$ cat src/rtl/lr_pkg.sv
// Shared constants and types for the line rasterizer.
// No dependencies; every other file imports this package.
`timescale 1ns / 1ps

package lr_pkg;

  localparam int unsigned CoordBitsDef = 13;
  localparam int unsigned ColorBits    = 24;

  typedef enum logic {
    OpLoad = 1'b0,
    OpStep = 1'b1
  } op_e;

endpackage

$ cat src/rtl/lr_if.sv
// Valid/ready channel interfaces for line commands and plotted pixels.
// Depends on lr_pkg.
`timescale 1ns / 1ps

interface lr_cmd_if import lr_pkg::*; #(
  parameter int unsigned CoordBits = CoordBitsDef
);
  logic                        valid;
  logic                        ready;
  op_e                         op;
  logic signed [CoordBits-1:0] start_x;
  logic signed [CoordBits-1:0] start_y;
  logic signed [CoordBits-1:0] end_x;
  logic signed [CoordBits-1:0] end_y;
  logic [ColorBits-1:0]        pixel_color;

  modport source (
    output valid, op, start_x, start_y, end_x, end_y, pixel_color,
    input  ready
  );
  modport sink (
    input  valid, op, start_x, start_y, end_x, end_y, pixel_color,
    output ready
  );
endinterface

interface lr_pix_if import lr_pkg::*; #(
  parameter int unsigned CoordBits = CoordBitsDef
);
  logic                        valid;
  logic                        ready;
  logic signed [CoordBits-1:0] pix_x;
  logic signed [CoordBits-1:0] pix_y;
  logic [ColorBits-1:0]        pix_color;
  logic                        is_last;

  modport source (
    output valid, pix_x, pix_y, pix_color, is_last,
    input  ready
  );
  modport sink (
    input  valid, pix_x, pix_y, pix_color, is_last,
    output ready
  );
endinterface

$ cat src/rtl/line_rasterizer.sv
// Bresenham line rasterizer: one pixel per clock from a loaded line.
// A load command (op = OpLoad) sets up a line and returns nothing; each step
// command (op = OpStep) on an active line returns the current pixel in the
// following cycle, with is_last set on the pixel before the end point (the
// end point itself is never plotted). Steps on an idle line return nothing.
// Commands are taken every clock while the pixel register is empty or being
// drained, so a line of N pixels streams at one pixel per cycle; the single
// error update through lr_step sets that figure.
`timescale 1ns / 1ps

module line_rasterizer import lr_pkg::*; #(
  parameter int unsigned CoordBits = CoordBitsDef
) (
  input  logic     clk_i,
  input  logic     rst_ni,
  lr_cmd_if.sink   cmd_i,
  lr_pix_if.source pix_o
);

  localparam int unsigned ErrBits = CoordBits + 3;

  logic signed [CoordBits-1:0] cur_x_q, cur_y_q, tgt_x_q, tgt_y_q;
  logic [CoordBits:0]          delta_x_q, delta_y_q;
  logic                        step_x_neg_q, step_y_neg_q;
  logic signed [ErrBits-1:0]   error_q;
  logic [ColorBits-1:0]        line_color_q;
  logic                        busy_q;

  logic                        out_valid_q;
  logic signed [CoordBits-1:0] out_x_q, out_y_q;
  logic [ColorBits-1:0]        out_color_q;
  logic                        out_last_q;

  logic [CoordBits:0]          ld_dx, ld_dy;
  logic                        ld_x_neg, ld_y_neg, ld_busy;
  logic signed [ErrBits-1:0]   ld_err;

  logic signed [CoordBits-1:0] st_x, st_y;
  logic signed [ErrBits-1:0]   st_err;
  logic                        st_last;

  logic                        cmd_xfer, do_load, do_step;

  lr_setup #(.CoordBits(CoordBits), .ErrBits(ErrBits)) u_setup (
    .start_x_i    (cmd_i.start_x),
    .start_y_i    (cmd_i.start_y),
    .end_x_i      (cmd_i.end_x),
    .end_y_i      (cmd_i.end_y),
    .delta_x_o    (ld_dx),
    .delta_y_o    (ld_dy),
    .step_x_neg_o (ld_x_neg),
    .step_y_neg_o (ld_y_neg),
    .error_o      (ld_err),
    .busy_o       (ld_busy)
  );

  lr_step #(.CoordBits(CoordBits), .ErrBits(ErrBits)) u_step (
    .cur_x_i      (cur_x_q),
    .cur_y_i      (cur_y_q),
    .tgt_x_i      (tgt_x_q),
    .tgt_y_i      (tgt_y_q),
    .delta_x_i    (delta_x_q),
    .delta_y_i    (delta_y_q),
    .step_x_neg_i (step_x_neg_q),
    .step_y_neg_i (step_y_neg_q),
    .error_i      (error_q),
    .nxt_x_o      (st_x),
    .nxt_y_o      (st_y),
    .nxt_error_o  (st_err),
    .last_o       (st_last)
  );

  assign cmd_i.ready = !out_valid_q || pix_o.ready;
  assign cmd_xfer    = cmd_i.valid && cmd_i.ready;
  assign do_load     = cmd_xfer && (cmd_i.op == OpLoad);
  assign do_step     = cmd_xfer && (cmd_i.op == OpStep) && busy_q;

  always_ff @(posedge clk_i or negedge rst_ni) begin
    if (!rst_ni) begin
      cur_x_q      <= '0;
      cur_y_q      <= '0;
      tgt_x_q      <= '0;
      tgt_y_q      <= '0;
      delta_x_q    <= '0;
      delta_y_q    <= '0;
      step_x_neg_q <= 1'b0;
      step_y_neg_q <= 1'b0;
      error_q      <= '0;
      line_color_q <= '0;
      busy_q       <= 1'b0;
    end else if (do_load) begin
      cur_x_q      <= cmd_i.start_x;
      cur_y_q      <= cmd_i.start_y;
      tgt_x_q      <= cmd_i.end_x;
      tgt_y_q      <= cmd_i.end_y;
      delta_x_q    <= ld_dx;
      delta_y_q    <= ld_dy;
      step_x_neg_q <= ld_x_neg;
      step_y_neg_q <= ld_y_neg;
      error_q      <= ld_err;
      line_color_q <= cmd_i.pixel_color;
      busy_q       <= ld_busy;
    end else if (do_step) begin
      cur_x_q <= st_x;
      cur_y_q <= st_y;
      error_q <= st_err;
      busy_q  <= !st_last;
    end
  end

  always_ff @(posedge clk_i or negedge rst_ni) begin
    if (!rst_ni) begin
      out_valid_q <= 1'b0;
    end else if (do_step) begin
      out_valid_q <= 1'b1;
    end else if (pix_o.ready) begin
      out_valid_q <= 1'b0;
    end
  end

  always_ff @(posedge clk_i) begin
    if (do_step) begin
      out_x_q     <= cur_x_q;
      out_y_q     <= cur_y_q;
      out_color_q <= line_color_q;
      out_last_q  <= st_last;
    end
  end

  assign pix_o.valid     = out_valid_q;
  assign pix_o.pix_x     = out_x_q;
  assign pix_o.pix_y     = out_y_q;
  assign pix_o.pix_color = out_color_q;
  assign pix_o.is_last   = out_last_q;

endmodule

$ cat src/rtl/lr_setup.sv
// Line setup: absolute deltas, step directions and initial error term.
// Depends on lr_pkg; purely combinational.
`timescale 1ns / 1ps

module lr_setup import lr_pkg::*; #(
  parameter int unsigned CoordBits = CoordBitsDef,
  parameter int unsigned ErrBits   = CoordBits + 3
) (
  input  logic signed [CoordBits-1:0] start_x_i,
  input  logic signed [CoordBits-1:0] start_y_i,
  input  logic signed [CoordBits-1:0] end_x_i,
  input  logic signed [CoordBits-1:0] end_y_i,
  output logic [CoordBits:0]          delta_x_o,
  output logic [CoordBits:0]          delta_y_o,
  output logic                        step_x_neg_o,
  output logic                        step_y_neg_o,
  output logic signed [ErrBits-1:0]   error_o,
  output logic                        busy_o
);

  logic signed [CoordBits:0]  sx0, sx1, sy0, sy1;
  logic                       x_lt, y_lt;
  logic signed [ErrBits-1:0]  half_dx, half_dy;

  always_comb begin
    sx0 = {start_x_i[CoordBits-1], start_x_i};
    sx1 = {end_x_i[CoordBits-1], end_x_i};
    sy0 = {start_y_i[CoordBits-1], start_y_i};
    sy1 = {end_y_i[CoordBits-1], end_y_i};
    x_lt = start_x_i < end_x_i;
    y_lt = start_y_i < end_y_i;
    delta_x_o = x_lt ? sx1 - sx0 : sx0 - sx1;
    delta_y_o = y_lt ? sy1 - sy0 : sy0 - sy1;
    step_x_neg_o = !x_lt;
    step_y_neg_o = !y_lt;
    half_dx = {{(ErrBits-CoordBits){1'b0}}, delta_x_o[CoordBits:1]};
    half_dy = {{(ErrBits-CoordBits){1'b0}}, delta_y_o[CoordBits:1]};
    error_o = (delta_x_o > delta_y_o) ? half_dx : -half_dy;
    busy_o = (start_x_i != end_x_i) || (start_y_i != end_y_i);
  end

endmodule

$ cat src/rtl/lr_step.sv
// Bresenham step: next position, next error term and end detection.
// Depends on lr_pkg; purely combinational.
`timescale 1ns / 1ps

module lr_step import lr_pkg::*; #(
  parameter int unsigned CoordBits = CoordBitsDef,
  parameter int unsigned ErrBits   = CoordBits + 3
) (
  input  logic signed [CoordBits-1:0] cur_x_i,
  input  logic signed [CoordBits-1:0] cur_y_i,
  input  logic signed [CoordBits-1:0] tgt_x_i,
  input  logic signed [CoordBits-1:0] tgt_y_i,
  input  logic [CoordBits:0]          delta_x_i,
  input  logic [CoordBits:0]          delta_y_i,
  input  logic                        step_x_neg_i,
  input  logic                        step_y_neg_i,
  input  logic signed [ErrBits-1:0]   error_i,
  output logic signed [CoordBits-1:0] nxt_x_o,
  output logic signed [CoordBits-1:0] nxt_y_o,
  output logic signed [ErrBits-1:0]   nxt_error_o,
  output logic                        last_o
);

  localparam logic signed [CoordBits-1:0] One = {{(CoordBits-1){1'b0}}, 1'b1};
  localparam logic signed [ErrBits-1:0]   ErrZero = '0;

  logic signed [ErrBits-1:0] dx_e, dy_e, neg_dx;
  logic                      mv_x, mv_y;

  always_comb begin
    dx_e = {{(ErrBits-CoordBits-1){1'b0}}, delta_x_i};
    dy_e = {{(ErrBits-CoordBits-1){1'b0}}, delta_y_i};
    neg_dx = -dx_e;
    mv_x = error_i > neg_dx;
    mv_y = error_i < dy_e;
    nxt_error_o = error_i - (mv_x ? dy_e : ErrZero) + (mv_y ? dx_e : ErrZero);
    nxt_x_o = mv_x ? (step_x_neg_i ? cur_x_i - One : cur_x_i + One) : cur_x_i;
    nxt_y_o = mv_y ? (step_y_neg_i ? cur_y_i - One : cur_y_i + One) : cur_y_i;
    last_o = (nxt_x_o == tgt_x_i) && (nxt_y_o == tgt_y_i);
  end

endmodule

$ cat src/flat_wrapper.sv
// flat-port wrapper written by rule: the top's interface ports become plain ports
module line_rasterizer_flat import lr_pkg::*;
#(
  parameter int unsigned CoordBits = CoordBitsDef
)
  (clk_i, rst_ni, cmd_i_valid, cmd_i_op, cmd_i_start_x, cmd_i_start_y, cmd_i_end_x, cmd_i_end_y, cmd_i_pixel_color, cmd_i_ready, pix_o_valid, pix_o_pix_x, pix_o_pix_y, pix_o_pix_color, pix_o_is_last, pix_o_ready);
  lr_cmd_if #(.CoordBits(CoordBits)) cmd_i_i ();
  lr_pix_if #(.CoordBits(CoordBits)) pix_o_i ();
  input  logic clk_i;
  input  logic rst_ni;
  input wire logic [$bits(cmd_i_i.valid)-1:0] cmd_i_valid;
  input wire logic [$bits(cmd_i_i.op)-1:0] cmd_i_op;
  input wire logic [$bits(cmd_i_i.start_x)-1:0] cmd_i_start_x;
  input wire logic [$bits(cmd_i_i.start_y)-1:0] cmd_i_start_y;
  input wire logic [$bits(cmd_i_i.end_x)-1:0] cmd_i_end_x;
  input wire logic [$bits(cmd_i_i.end_y)-1:0] cmd_i_end_y;
  input wire logic [$bits(cmd_i_i.pixel_color)-1:0] cmd_i_pixel_color;
  output wire logic [$bits(cmd_i_i.ready)-1:0] cmd_i_ready;
  output wire logic [$bits(pix_o_i.valid)-1:0] pix_o_valid;
  output wire logic [$bits(pix_o_i.pix_x)-1:0] pix_o_pix_x;
  output wire logic [$bits(pix_o_i.pix_y)-1:0] pix_o_pix_y;
  output wire logic [$bits(pix_o_i.pix_color)-1:0] pix_o_pix_color;
  output wire logic [$bits(pix_o_i.is_last)-1:0] pix_o_is_last;
  input wire logic [$bits(pix_o_i.ready)-1:0] pix_o_ready;
  assign cmd_i_i.valid = cmd_i_valid;
  assign cmd_i_i.op = cmd_i_op;
  assign cmd_i_i.start_x = cmd_i_start_x;
  assign cmd_i_i.start_y = cmd_i_start_y;
  assign cmd_i_i.end_x = cmd_i_end_x;
  assign cmd_i_i.end_y = cmd_i_end_y;
  assign cmd_i_i.pixel_color = cmd_i_pixel_color;
  assign cmd_i_ready = cmd_i_i.ready;
  assign pix_o_valid = pix_o_i.valid;
  assign pix_o_pix_x = pix_o_i.pix_x;
  assign pix_o_pix_y = pix_o_i.pix_y;
  assign pix_o_pix_color = pix_o_i.pix_color;
  assign pix_o_is_last = pix_o_i.is_last;
  assign pix_o_i.ready = pix_o_ready;
  line_rasterizer #(.CoordBits(CoordBits)) u_core (.clk_i(clk_i), .rst_ni(rst_ni), .cmd_i(cmd_i_i), .pix_o(pix_o_i));
endmodule
$ cat config.mk
export PLATFORM = sky130hd
export DESIGN_NAME = line_rasterizer_flat
export DESIGN_NICKNAME = d
export VERILOG_FILES = /design/src/rtl/lr_pkg.sv /design/src/rtl/lr_if.sv /design/src/rtl/line_rasterizer.sv /design/src/rtl/lr_setup.sv /design/src/rtl/lr_step.sv /design/src/flat_wrapper.sv
export SDC_FILE = /design/constraint.sdc
export NUM_CORES = 1
export LEC_CHECK = 0
export BUFFER_PORTS_ARGS = -buffer_cell sky130_fd_sc_hd__buf_4
export CAP_MARGIN = 20
export CORE_UTILIZATION = 40
export CTS_CLUSTER_SIZE = 8
export DETAILED_ROUTE_END_ITERATION = 16
export HOLD_SLACK_MARGIN = 0.02
export PLACE_DENSITY_LB_ADDON = 0.3
export SLEW_MARGIN = 5
export SYNTH_ARGS = -nofsm -noshare
export SYNTH_HDL_FRONTEND = slang
export SYNTH_SLANG_ARGS = --single-unit
$ cat constraint.sdc
create_clock -name clk_i -period 9.5 [get_ports clk_i]
set_input_delay 0.95 -clock clk_i [delete_from_list [all_inputs] [get_ports clk_i]]
set_output_delay 0.95 -clock clk_i [all_outputs]
set_load 0.005 [all_outputs]
==> metrics.cfg, run 1 <==
[power]
power_switching_uw = 2500
pwr-share-clk_pct = 14.2
p_per_area_mw_per_mm2 = 325
switching_share_pct = 47.8
p_leak_uw = 0.00759
ir_worst_vdd_mv = 0.168
p_int_uw = 2730
power_frac_seq_pct = 23.5
p_comb_share_pct = 62.3

[timing]
finalCritPeriodShare_pct = 74.5
fin_skew_ps = 15.9
max_slew.worst_pin.slew_ps = 1000
finalMaxSlewViolations = 0
min_period_ps = 7080
rsz0062_at_grt = false
finalHoldViolations = 0
max_freq_mhz = 141
report.final.setup_viol = 0
fin_tns_setup_ps = 0
maxSlewHeadroom_pct = 33.1

[floorplanning]
rows = 68
die_w_um = 189
boundaryPins = 134
die_y_um = 189
start_util_pct = 40.7
core-area_mm2 = 0.0345
dieArea_mm2 = 0.0359

[worst_setup_path]
critPathRequiredTime_ps = 9840
path_common_cell = nor2_1
r2r_slack_ps = 2420
worstPathMaxFanout = 13
worstSetupStartpointType = register
max_stage_delay_ps = 560
critPathSlowestCell = nor2_1
endpoint_kind = register
crit_type = reg -> reg
crit_arrival_ps = 7420

[detailed_routing]
ant_nets = 0
viasPerCell = 5.60
drtIter0Drc = 926
wl_per_cell_um = 18.8
drc_errors = 0
drtPass1Iterations = 6
wl_um = 41000
vias = 12200

[synth]
ys_types = 95
synth_fp_nets = 1839
syn_avg_cell_area_um2 = 8.77
synthCells = 1602
synth_flop_cell = dfrtp_1
synth_edf_count = 51
yosysSeqAreaShare_pct = 33.0
async_flop_share_pct = 70.9
yosysWarnings = 0
synth_area_mm2 = 0.0141
ys_ff_latch = 175

[grt]
grt_max_degree = 76
grtUsageTotal_pct = 23.6
antenna_found_initial = 0
grt_pass1_vias = 11800
grt-ovfl-total = 0
grt_pass1_wl_um = 65700

[final_layout]
syn_to_final_growth_pct = 14.4
finalNetCount = 1947
insertedDiodeCount = 0
fillCellCount = 3369
final_util_pct = 46.6
final_layout_size_suffix_gt1_share_pct = 13.2

[clock_network]
numCtsBuffers = 17
clk_latency_ps = 460
cts_resized = 0
cts_tree = built
cts.path.max_buffers = 2
htree_num_levels = 4
clk_transition_reported_paths_ps = 80
root_buffer = clkbuf_16
clock_sinks = 175
post_cts_buffers = 0
holdBufCountCts = 0

[min_path]
min_path_type = reg -> reg

[run_status]
outcome = finished clean

[placement]
numPortBuffers = 133
globalplace.congestion = 0.924
hpwl_um = 31400

[job]
maxCapViolations = 0

==> per-layer routing <==
metal,global-route usage (%),part of all wire [%]
met5,0,0
met4,8.78,2.9
met1,32.3,46
met2,37.2,46
met3,3.78,5.5
==> cell usage after synthesis (14+ instances only) <==
library cell	number	area, um2
o22ai_1	15	93.8
a21o_1	32	240
o21a_1	19	143
xor2_1	44	385
dfrtp_1	124	3100
nand4_1	14	87.6
a21oi_1	80	400
nand2_1	246	923
nand3_1	41	205
ha_1	136	1700
xnor2_1	47	412
inv_1	156	586
o21ai_0	102	510
o221ai_1	16	140
nor3_1	20	100
nor2_1	86	323
and3_1	14	87.6
edfxtp_1	51	1530
mux2i_1	23	230
clkbuf_1	39	146
nand2b_1	19	119
fa_1	20	400
nor2b_1	16	100
==> kinds of logic (layout without fill, tap and decap cells) <==
kind of cell	after synthesis	count (layout)	share of synthesized area, %
compound gates	405	405	19.8
fa+ha+maj	156	156	15.0
flops	175	175	33.0
mux	32	32	2.36
buf+inv	212	333	6.03
simple gates	526	526	17.5
xor+xnor	96	96	6.39
==> worst max-delay path: cells and delay by family, from the launching register on <==
family	cells	cell delay, ps
simple gates	10	2390
compound gates	8	2160
fa+ha+maj	3	1260
flops	1	440
buf+inv	2	400
xor+xnor	2	320
==> layout make-up <==
type | count | area [um2] | area share [%]
sequential | 175 | 4630 | 28.8
multi-input combinational | 1215 | 8590 | 53.4
timing repair buffer | 144 | 1080 | 6.75
clock inverter | 15 | 193 | 1.20
inverter | 157 | 589 | 3.66
clock buffer | 17 | 425 | 2.65
tap | 455 | 569 | 3.54
==> state kept, by name (all words and copies together), names as in the netlist, 14 cells and up <==
signal                  flops
u_core.line_color_q        24
u_core.error_q             16
u_core.delta_y_q           14
u_core.pix_o.pix_color     24
u_core.delta_x_q           14
==> power by group through the flow <==
stage               clock network, uW  logic (uW)  registers [uW]
global placement                    0        3140            1230
finish                            741        3260            1230
detailed placement                  0        3200            1240
CTS                               755        3220            1220
global route                      785        3650            1250
floorplan                           0        2440            1130
==> path summary, 6_finish.rpt <==
kind,startpoint,end,depth (start not counted)
min reg2reg,u_core.line_color_q[13],u_core.pix_o.pix_color[13],0
max in group asynchronous,rst_ni,u_core.tgt_x_q[7],2
min in group asynchronous,rst_ni,u_core.delta_y_q[9],1
max reg2reg,u_core.delta_x_q[3],u_core.error_q[14],25
max,u_core.delta_x_q[3],u_core.error_q[14],25
min,u_core.line_color_q[13],u_core.pix_o.pix_color[13],0
==> cell usage in the layout (no fill, tap or decap), types with 44 or more instances in the layout <==
cell type | Yosys | final
ha_1 | 136 | 136
nand2_1 | 246 | 246
xnor2_1 | 47 | 47
buf_4 | 3 | 143
inv_1 | 156 | 156
o21ai_0 | 102 | 102
dfrtp_1 | 124 | 124
edfxtp_1 | 51 | 51
nor2_1 | 86 | 85
xor2_1 | 44 | 44
a21oi_1 | 80 | 80
==> stage by stage <==
| stage | worst slack [ps] | total power [uW] | hold WS (ps) | area (um2) | std cells |
|---|---|---|---|---|---|
| 2_1_floorplan | 3510 | 3580 | 425 | 14100 | 1602 |
| 3_3_place_gp | 2740 | 4370 | 426 | 15500 | 2145 |
| 3_5_place_dp | 2550 | 4430 | 431 | 15500 | 2146 |
| 4_1_cts | 2480 | 5200 | 447 | 16100 | 2178 |
| 5_1_grt | 1730 | 5680 | 454 | 16100 | 2178 |
| 6_report | 2420 | 5230 | 443 | 16100 | 2178 |
(Power assumes the default switching activity.)
==> inputs of run 2 (changes only) <==
clock period = 5.95 ns   (was 9.5 ns; I/O delays follow)
==> run 2 against run 1 <==
Compared with the run above:
- core utilization up 1.4 points
- highest routed layer unchanged
- wire length grew 0.83%
- critical path type unchanged
- critical endpoint is now u_core.error_q[15]
- largest cell class unchanged
- sequential power increased by 56%
==> metrics.cfg, run 2 (synthesis gave the netlist of run 1 again) <==
[floorplanning]
dieArea_mm2 = 0.0359  ; unchanged
die_y_um = 189  ; unchanged
core-area_mm2 = 0.0345  ; unchanged
die_w_um = 189  ; unchanged
rows = 68  ; unchanged
start_util_pct = 40.7  ; unchanged
boundaryPins = 134  ; unchanged

[detailed_routing]
drc_errors = 0  ; unchanged
drtIter0Drc = 1064  ; +15%
wl_per_cell_um = 18.6  ; -1.3%
viasPerCell = 5.57  ; -0.59%
ant_nets = 0  ; unchanged
wl_um = 41300  ; +0.83%
drtPass1Iterations = 6  ; unchanged
vias = 12400  ; +1.6%

[grt]
grt_pass1_vias = 12000  ; +1.0%
grt-ovfl-total = 0  ; unchanged
grt_max_degree = 86  ; +13%
antenna_found_initial = 0  ; unchanged
grt_pass1_wl_um = 64600  ; -1.7%
grtUsageTotal_pct = 23.1  ; -0.45 points

[worst_setup_path]
crit_type = reg -> reg
worstPathMaxFanout = 4  ; -9
critPathRequiredTime_ps = 6280  ; -3560 ps
endpoint_kind = register
crit_arrival_ps = 6120  ; -1300 ps
worstSetupStartpointType = register

[power]
p_comb_share_pct = 65.9  ; +3.6 points
pwr-share-clk_pct = 12.3  ; -1.9 points
p_per_area_mw_per_mm2 = 532  ; +64%
p_int_uw = 4680  ; +72%
power_switching_uw = 4140  ; +66%
ir_worst_vdd_mv = 0.346  ; +110%
switching_share_pct = 46.9  ; -0.88 points
power_frac_seq_pct = 21.8  ; -1.7 points
p_leak_uw = 0.00781  ; +3.0%

[final_layout]
final_cells = 2225  ; +2.2%
syn_to_final_growth_pct = 17.9
final_layout_size_suffix_gt1_share_pct = 17.1  ; +3.8 points
finalNetCount = 1994  ; +2.4%
layout_common_cells = nand2_1, buf_4, inv_1
final_common_cell = nand2_1
insertedDiodeCount = 0  ; unchanged
postLayoutCellArea_mm2 = 0.0166  ; +3.0%

[placement]
dp_cells = 2190  ; +2.1%
globalplace.congestion = 0.940  ; +1.7%
numPortBuffers = 133  ; unchanged
place_area_mm2 = 0.0158  ; +2.3%
hpwl_um = 32200  ; +2.4%

[timing]
finalCritPeriodShare_pct = 97.3  ; +23 points
finalHoldViolations = 0  ; unchanged
report.final.setup_viol = 0  ; unchanged
max_slew.worst_pin.slew_ps = 913  ; -90.6 ps
maxSlewHeadroom_pct = 39.2  ; +6.0 points
rsz0062_at_grt = true
fin_skew_ps = 16.5  ; +0.603 ps
fin_tns_setup_ps = 0  ; unchanged
finalMaxSlewViolations = 0  ; unchanged
min_period_ps = 5790  ; -1290 ps
finalHoldWorstSlack_ps = 125  ; -318 ps
max_freq_mhz = 173  ; +22%

[clock_network]
clock_sinks = 175  ; unchanged
clk_transition_reported_paths_ps = 80  ; about the same
cts.path.max_buffers = 2  ; unchanged
clk_latency_ps = 450  ; about the same
root_buffer = clkbuf_16
holdBufCountCts = 0  ; unchanged
htree_num_levels = 4  ; unchanged
numCtsBuffers = 17  ; unchanged
cts_tree = built

[run_status]
outcome = finished clean

[job]
maxCapViolations = 0  ; unchanged

[min_path]
min_path_type = in -> async

-- run 2: cell count changes in the layout (fill, tap and decap cells not counted), sizes merged --
cell    delta
inv        -2
clkinv     +1
clkbuf     +2
bufinv     -1
buf       +47
-- run 2: area by class of cell --
cell class / count / area (um2)
Tap cell: 455 / 569
Inverter: 157 / 589
Clock inverter: 13 / 103
Sequential cell: 175 / 4630
Timing Repair Buffer: 191 / 1450
Multi-Input combinational cell: 1215 / 8760
Fill cell: 3344 / 18000
Clock buffer: 19 / 454
-- run 2: power groups by stage --
stage,registers [uW],clock network (uW),logic [uW]
2_1_floorplan,1810,0,3920
3_3_place_gp,1920,0,5300
3_5_place_dp,1930,0,5390
4_1_cts,1910,1110,5480
5_1_grt,1960,1160,6420
6_report,1920,1080,5810
-- run 2: metal layers --
layer	vias up	share of wire [%]	track usage [%]
li1	5953	-	-
met4	0	2.5	7.26
met1	5969	45	31.3
met3	61	6.8	4.75
met2	408	46	36.9
met5	-	0	0
-- run 2: worst max-delay path, stage by stage (launching register included) --
cell and delay, ps:
dfrtp_1 380, or3_1 410, or4_4 530, nor2_4 110
xor2_2 70, ha_1 290, nand4_1 160, o41ai_1 550
a31oi_2 110, nor2_2 220, nor2_2 60, fa_1 500
inv_1 50, ha_1 280, a21o_1 150, a21o_1 200
a21oi_2 200, o21ai_2 100, a31o_2 280, and2_1 180
nor4_2 170, buf_4 160, o31ai_1 80, xnor2_1 130
a221o_1 290
-- run 2: worst paths after layout --
kind / startpoint / slack [ps] / to / depth (start not counted)
hold / removal: rst_ni / 130 / u_core.delta_y_q[6] / 1
min in group clk_i: cmd_i_pixel_color[2] / 340 / u_core.line_color_q[2] / 3
setup / recovery: u_core.delta_x_q[7] / 160 / u_core.error_q[15] / 24
hold reg to reg: u_core.line_color_q[17] / 440 / u_core.pix_o.pix_color[17] / 0
max in group asynchronous: rst_ni / 4480 / u_core.cur_y_q[7] / 2
setup reg to reg: u_core.delta_x_q[7] / 160 / u_core.error_q[15] / 24
-- run 2: metrics by stage --
| step | util, % | worst slack [ps] | total power (uW) |
|---|---|---|---|
| 2_1_floorplan | - | 70.5 | 5730 |
| 3_3_place_gp | 45.8 | -92.7 | 7210 |
| 3_5_place_dp | 45.8 | -228 | 7320 |
| 4_1_cts | 47.5 | 27.7 | 8490 |
| 5_1_grt | 48.0 | -96.5 | 9530 |
| 6_report | 48.0 | 163 | 8820 |
-- run 2: timing repair --
| item | 4_1_cts | 5_1_grt |
|---|---|---|
| setup buffers | 2 | 1 |
| setup endpoints to repair | 6 | 8 |
| gates resized for setup | 4 | 31 |
| pin swaps | 4 | 16 |
==> inputs of run 3 (changes only) <==
ABC_AREA = 1   (was default)
CELL_PAD_IN_SITES_DETAIL_PLACEMENT = 0   (was default)
CELL_PAD_IN_SITES_GLOBAL_PLACEMENT = 1   (was default)
==> run 3 against run 2 <==
Compared with the run above:
- critical path type unchanged
- area after synthesis is 2.8% higher
- first-iteration DRC count decreased by 26%
- cell area is 0.29% higher
- combinational power is 9.1% lower
- die area up 2.8%
- wire length grew 8.7%
- worst setup slack better by 380 ps
- synthesized cell count grew 22%
==> metrics.cfg, run 3 <==
[grt]
grt_pass1_vias = 12800  ; +7.1%
grt-ovfl-total = 0  ; unchanged
grt_pass1_wl_um = 70200  ; +8.7%
grtUsageTotal_pct = 25.1  ; +1.9 points
grt_max_degree = 105  ; +22%
antenna_found_initial = 0  ; unchanged

[floorplanning]
dieArea_mm2 = 0.0369  ; +2.8%
rows = 69  ; +1.5%
boundaryPins = 134  ; unchanged
die_w_um = 192  ; +1.4%
start_util_pct = 40.6  ; -0.052 points
core-area_mm2 = 0.0356  ; +3.0%
die_y_um = 192  ; +1.4%

[power]
p_per_area_mw_per_mm2 = 504  ; -5.2%
ir_worst_vdd_mv = 0.227  ; -35%
p_leak_uw = 0.00868  ; +11%

[clock_network]
post_cts_buffers = 0  ; -2
htree_num_levels = 4  ; unchanged
holdBufCountCts = 0  ; unchanged
cts_resized = 0  ; -4
root_buffer = clkbuf_16
clk_latency_ps = 450  ; about the same
cts.path.max_buffers = 2  ; unchanged
clk_transition_reported_paths_ps = 70  ; about the same
cts_tree = built
clock_sinks = 175  ; unchanged
numCtsBuffers = 17  ; unchanged

[worst_setup_path]
path_common_cell = nand2_1
r2r_slack_ps = 540  ; +380 ps
r2r_cells = 36  ; +50%
r2r-end = u_core.error_q[12]
max_stage_delay_ps = 500  ; -50 ps
critPathSlowestCell = fa_1
crit_arrival_ps = 5750  ; -370 ps
endpoint_kind = register
path_delay_family = simple AND/OR/NAND/NOR gates
crit_type = reg -> reg
worst-path-buf-inv = 5  ; +3
worstPathMaxFanout = 15  ; +11
worstSetupStartpointType = register
r2r_start = u_core.delta_x_q[2]
critPathRequiredTime_ps = 6290  ; about the same

[synth]
synth.most_common_cell = nand2_1
synthTopCellsByArea = dfrtp_1, nand2_1, ha_1
ys_types = 56  ; -41%
yosysWarnings = 0  ; unchanged
yosysSeqAreaShare_pct = 32.1  ; -0.91 points
syn_avg_cell_area_um2 = 7.38  ; -16%
synth_edf_count = 51  ; unchanged
yosysTopAreaCellShare_pct = 21.5  ; -0.61 points
ys_ff_latch = 175  ; unchanged
synth_area_mm2 = 0.0145  ; +2.8%
yosysTopAreaCell = dfrtp_1
ys_top_cells_by_count = nand2_1, inv_1, ha_1
synth_flop_cell = dfrtp_1
synth_fp_nets = 2195  ; +19%
async_flop_share_pct = 70.9  ; unchanged
synthCells = 1958  ; +22%

[timing]
max_slew.worst_pin.slew_ps = 789  ; -123 ps
finalHoldViolations = 0  ; unchanged
finalMaxSlewViolations = 0  ; unchanged
report.final.setup_viol = 0  ; unchanged
fin_tns_setup_ps = 0  ; unchanged
rsz0062_at_grt = false
finalHoldWorstSlack_ps = 166  ; +41.4 ps
setup_slack_ps = 540  ; +377 ps
finalCritPeriodShare_pct = 90.9  ; -6.3 points
fin_skew_ps = 11.6  ; -4.85 ps
min_period_ps = 5410  ; -377 ps
max_freq_mhz = 185  ; +7.0%
maxSlewHeadroom_pct = 47.4  ; +8.2 points

[placement]
hpwl_um = 35000  ; +8.8%
globalplace.congestion = 0.910  ; -3.2%
place_area_mm2 = 0.0160  ; +1.0%
post-place-ws_ps = 339  ; +568 ps
dp_cells = 2525  ; +15%
numPortBuffers = 133  ; unchanged

[final_layout]
insertedDiodeCount = 0  ; unchanged
final_cells = 2558  ; +15%
fillCellCount = 3675  ; +9.9%
finalNetCount = 2321  ; +16%
final_layout_size_suffix_gt1_share_pct = 12.1  ; -5.0 points
layout_common_cells = nand2_1, inv_1, buf_4
final_common_cell = nand2_1
syn_to_final_growth_pct = 14.9
postLayoutCellArea_mm2 = 0.0166  ; +0.29%

[detailed_routing]
drc_errors = 0  ; unchanged
routed-wl-met3_um = 1960  ; -30%
wl_per_cell_um = 17.5  ; -5.5%
dr_wl_met2_um = 20900  ; +11%
drtPass1Iterations = 5  ; -1
viasPerCell = 5.15  ; -7.5%
ant_nets = 0  ; unchanged
wl_um = 44900  ; +8.7%
drtIter0Drc = 791  ; -26%
top_layer = met4
vias = 13200  ; +6.3%
wl_met1_um = 21500  ; +15%

[min_path]
min_path_type = in -> async

[job]
maxCapViolations = 0  ; unchanged

[run_status]
outcome = finished clean

[run 3: how the worst max path moves through the flow]
| stage | from | endpoint | cells past startpoint |
|---|---|---|---|
| after global routing | u_core.delta_x_q[2] | u_core.error_q[12] | 36 |
| after global placement | u_core.delta_x_q[2] | u_core.error_q[12] | 36 |
| final | u_core.delta_x_q[2] | u_core.error_q[12] | 36 |
| after floorplan | u_core.delta_x_q[2] | u_core.error_q[13] | 30 |
| after CTS | u_core.delta_x_q[2] | u_core.error_q[12] | 36 |
| after detailed placement | u_core.delta_x_q[2] | u_core.error_q[12] | 32 |
[run 3: stage by stage]
| step | total power, uW | util (%) |
|---|---|---|
| after CTS | 8380 | 46.6 |
| after global routing | 9220 | 46.7 |
| after detailed placement | 7130 | 44.9 |
| after floorplan | 5670 | - |
| after global placement | 7080 | 44.9 |
| final | 8380 | 46.7 |
[run 3: power by group]
part | switching, uW | internal (uW)
logic | 3350 | 1930
registers | 343 | 1560
clock network | 521 | 674
total | 4210 | 4170
[run 3: metal layers]
layer / global-route usage (%) / vias to the layer above
li1: - / 6614
met1: 33.8 / 6222
met2: 42.2 / 306
met3: 3.45 / 31
met4: 6.00 / 0
met5: 0 / -
[run 3: final cells by class]
type	count	area, um2	share of cell area, %
clock inverters	13	161	0.971
multi-input cells	1431	8460	50.9
clock buffers	19	443	2.67
flip-flops and latches	175	4630	27.9
inverters	302	1140	6.84
repair buffers	157	1200	7.24
well taps	461	577	3.47
[run 3: kinds of logic (layout without fill, tap and decap cells)]
group,Yosys count,count (layout),share of synthesized area [%]
AND/OR/NAND/NOR,880,880,26.3
buffers and inverters,352,491,9.54
AO/OA/AOI/OAI,320,320,13.0
flip-flops,175,175,32.1
adder cells (fa/ha/maj),156,156,14.5
XOR/XNOR,75,75,4.54
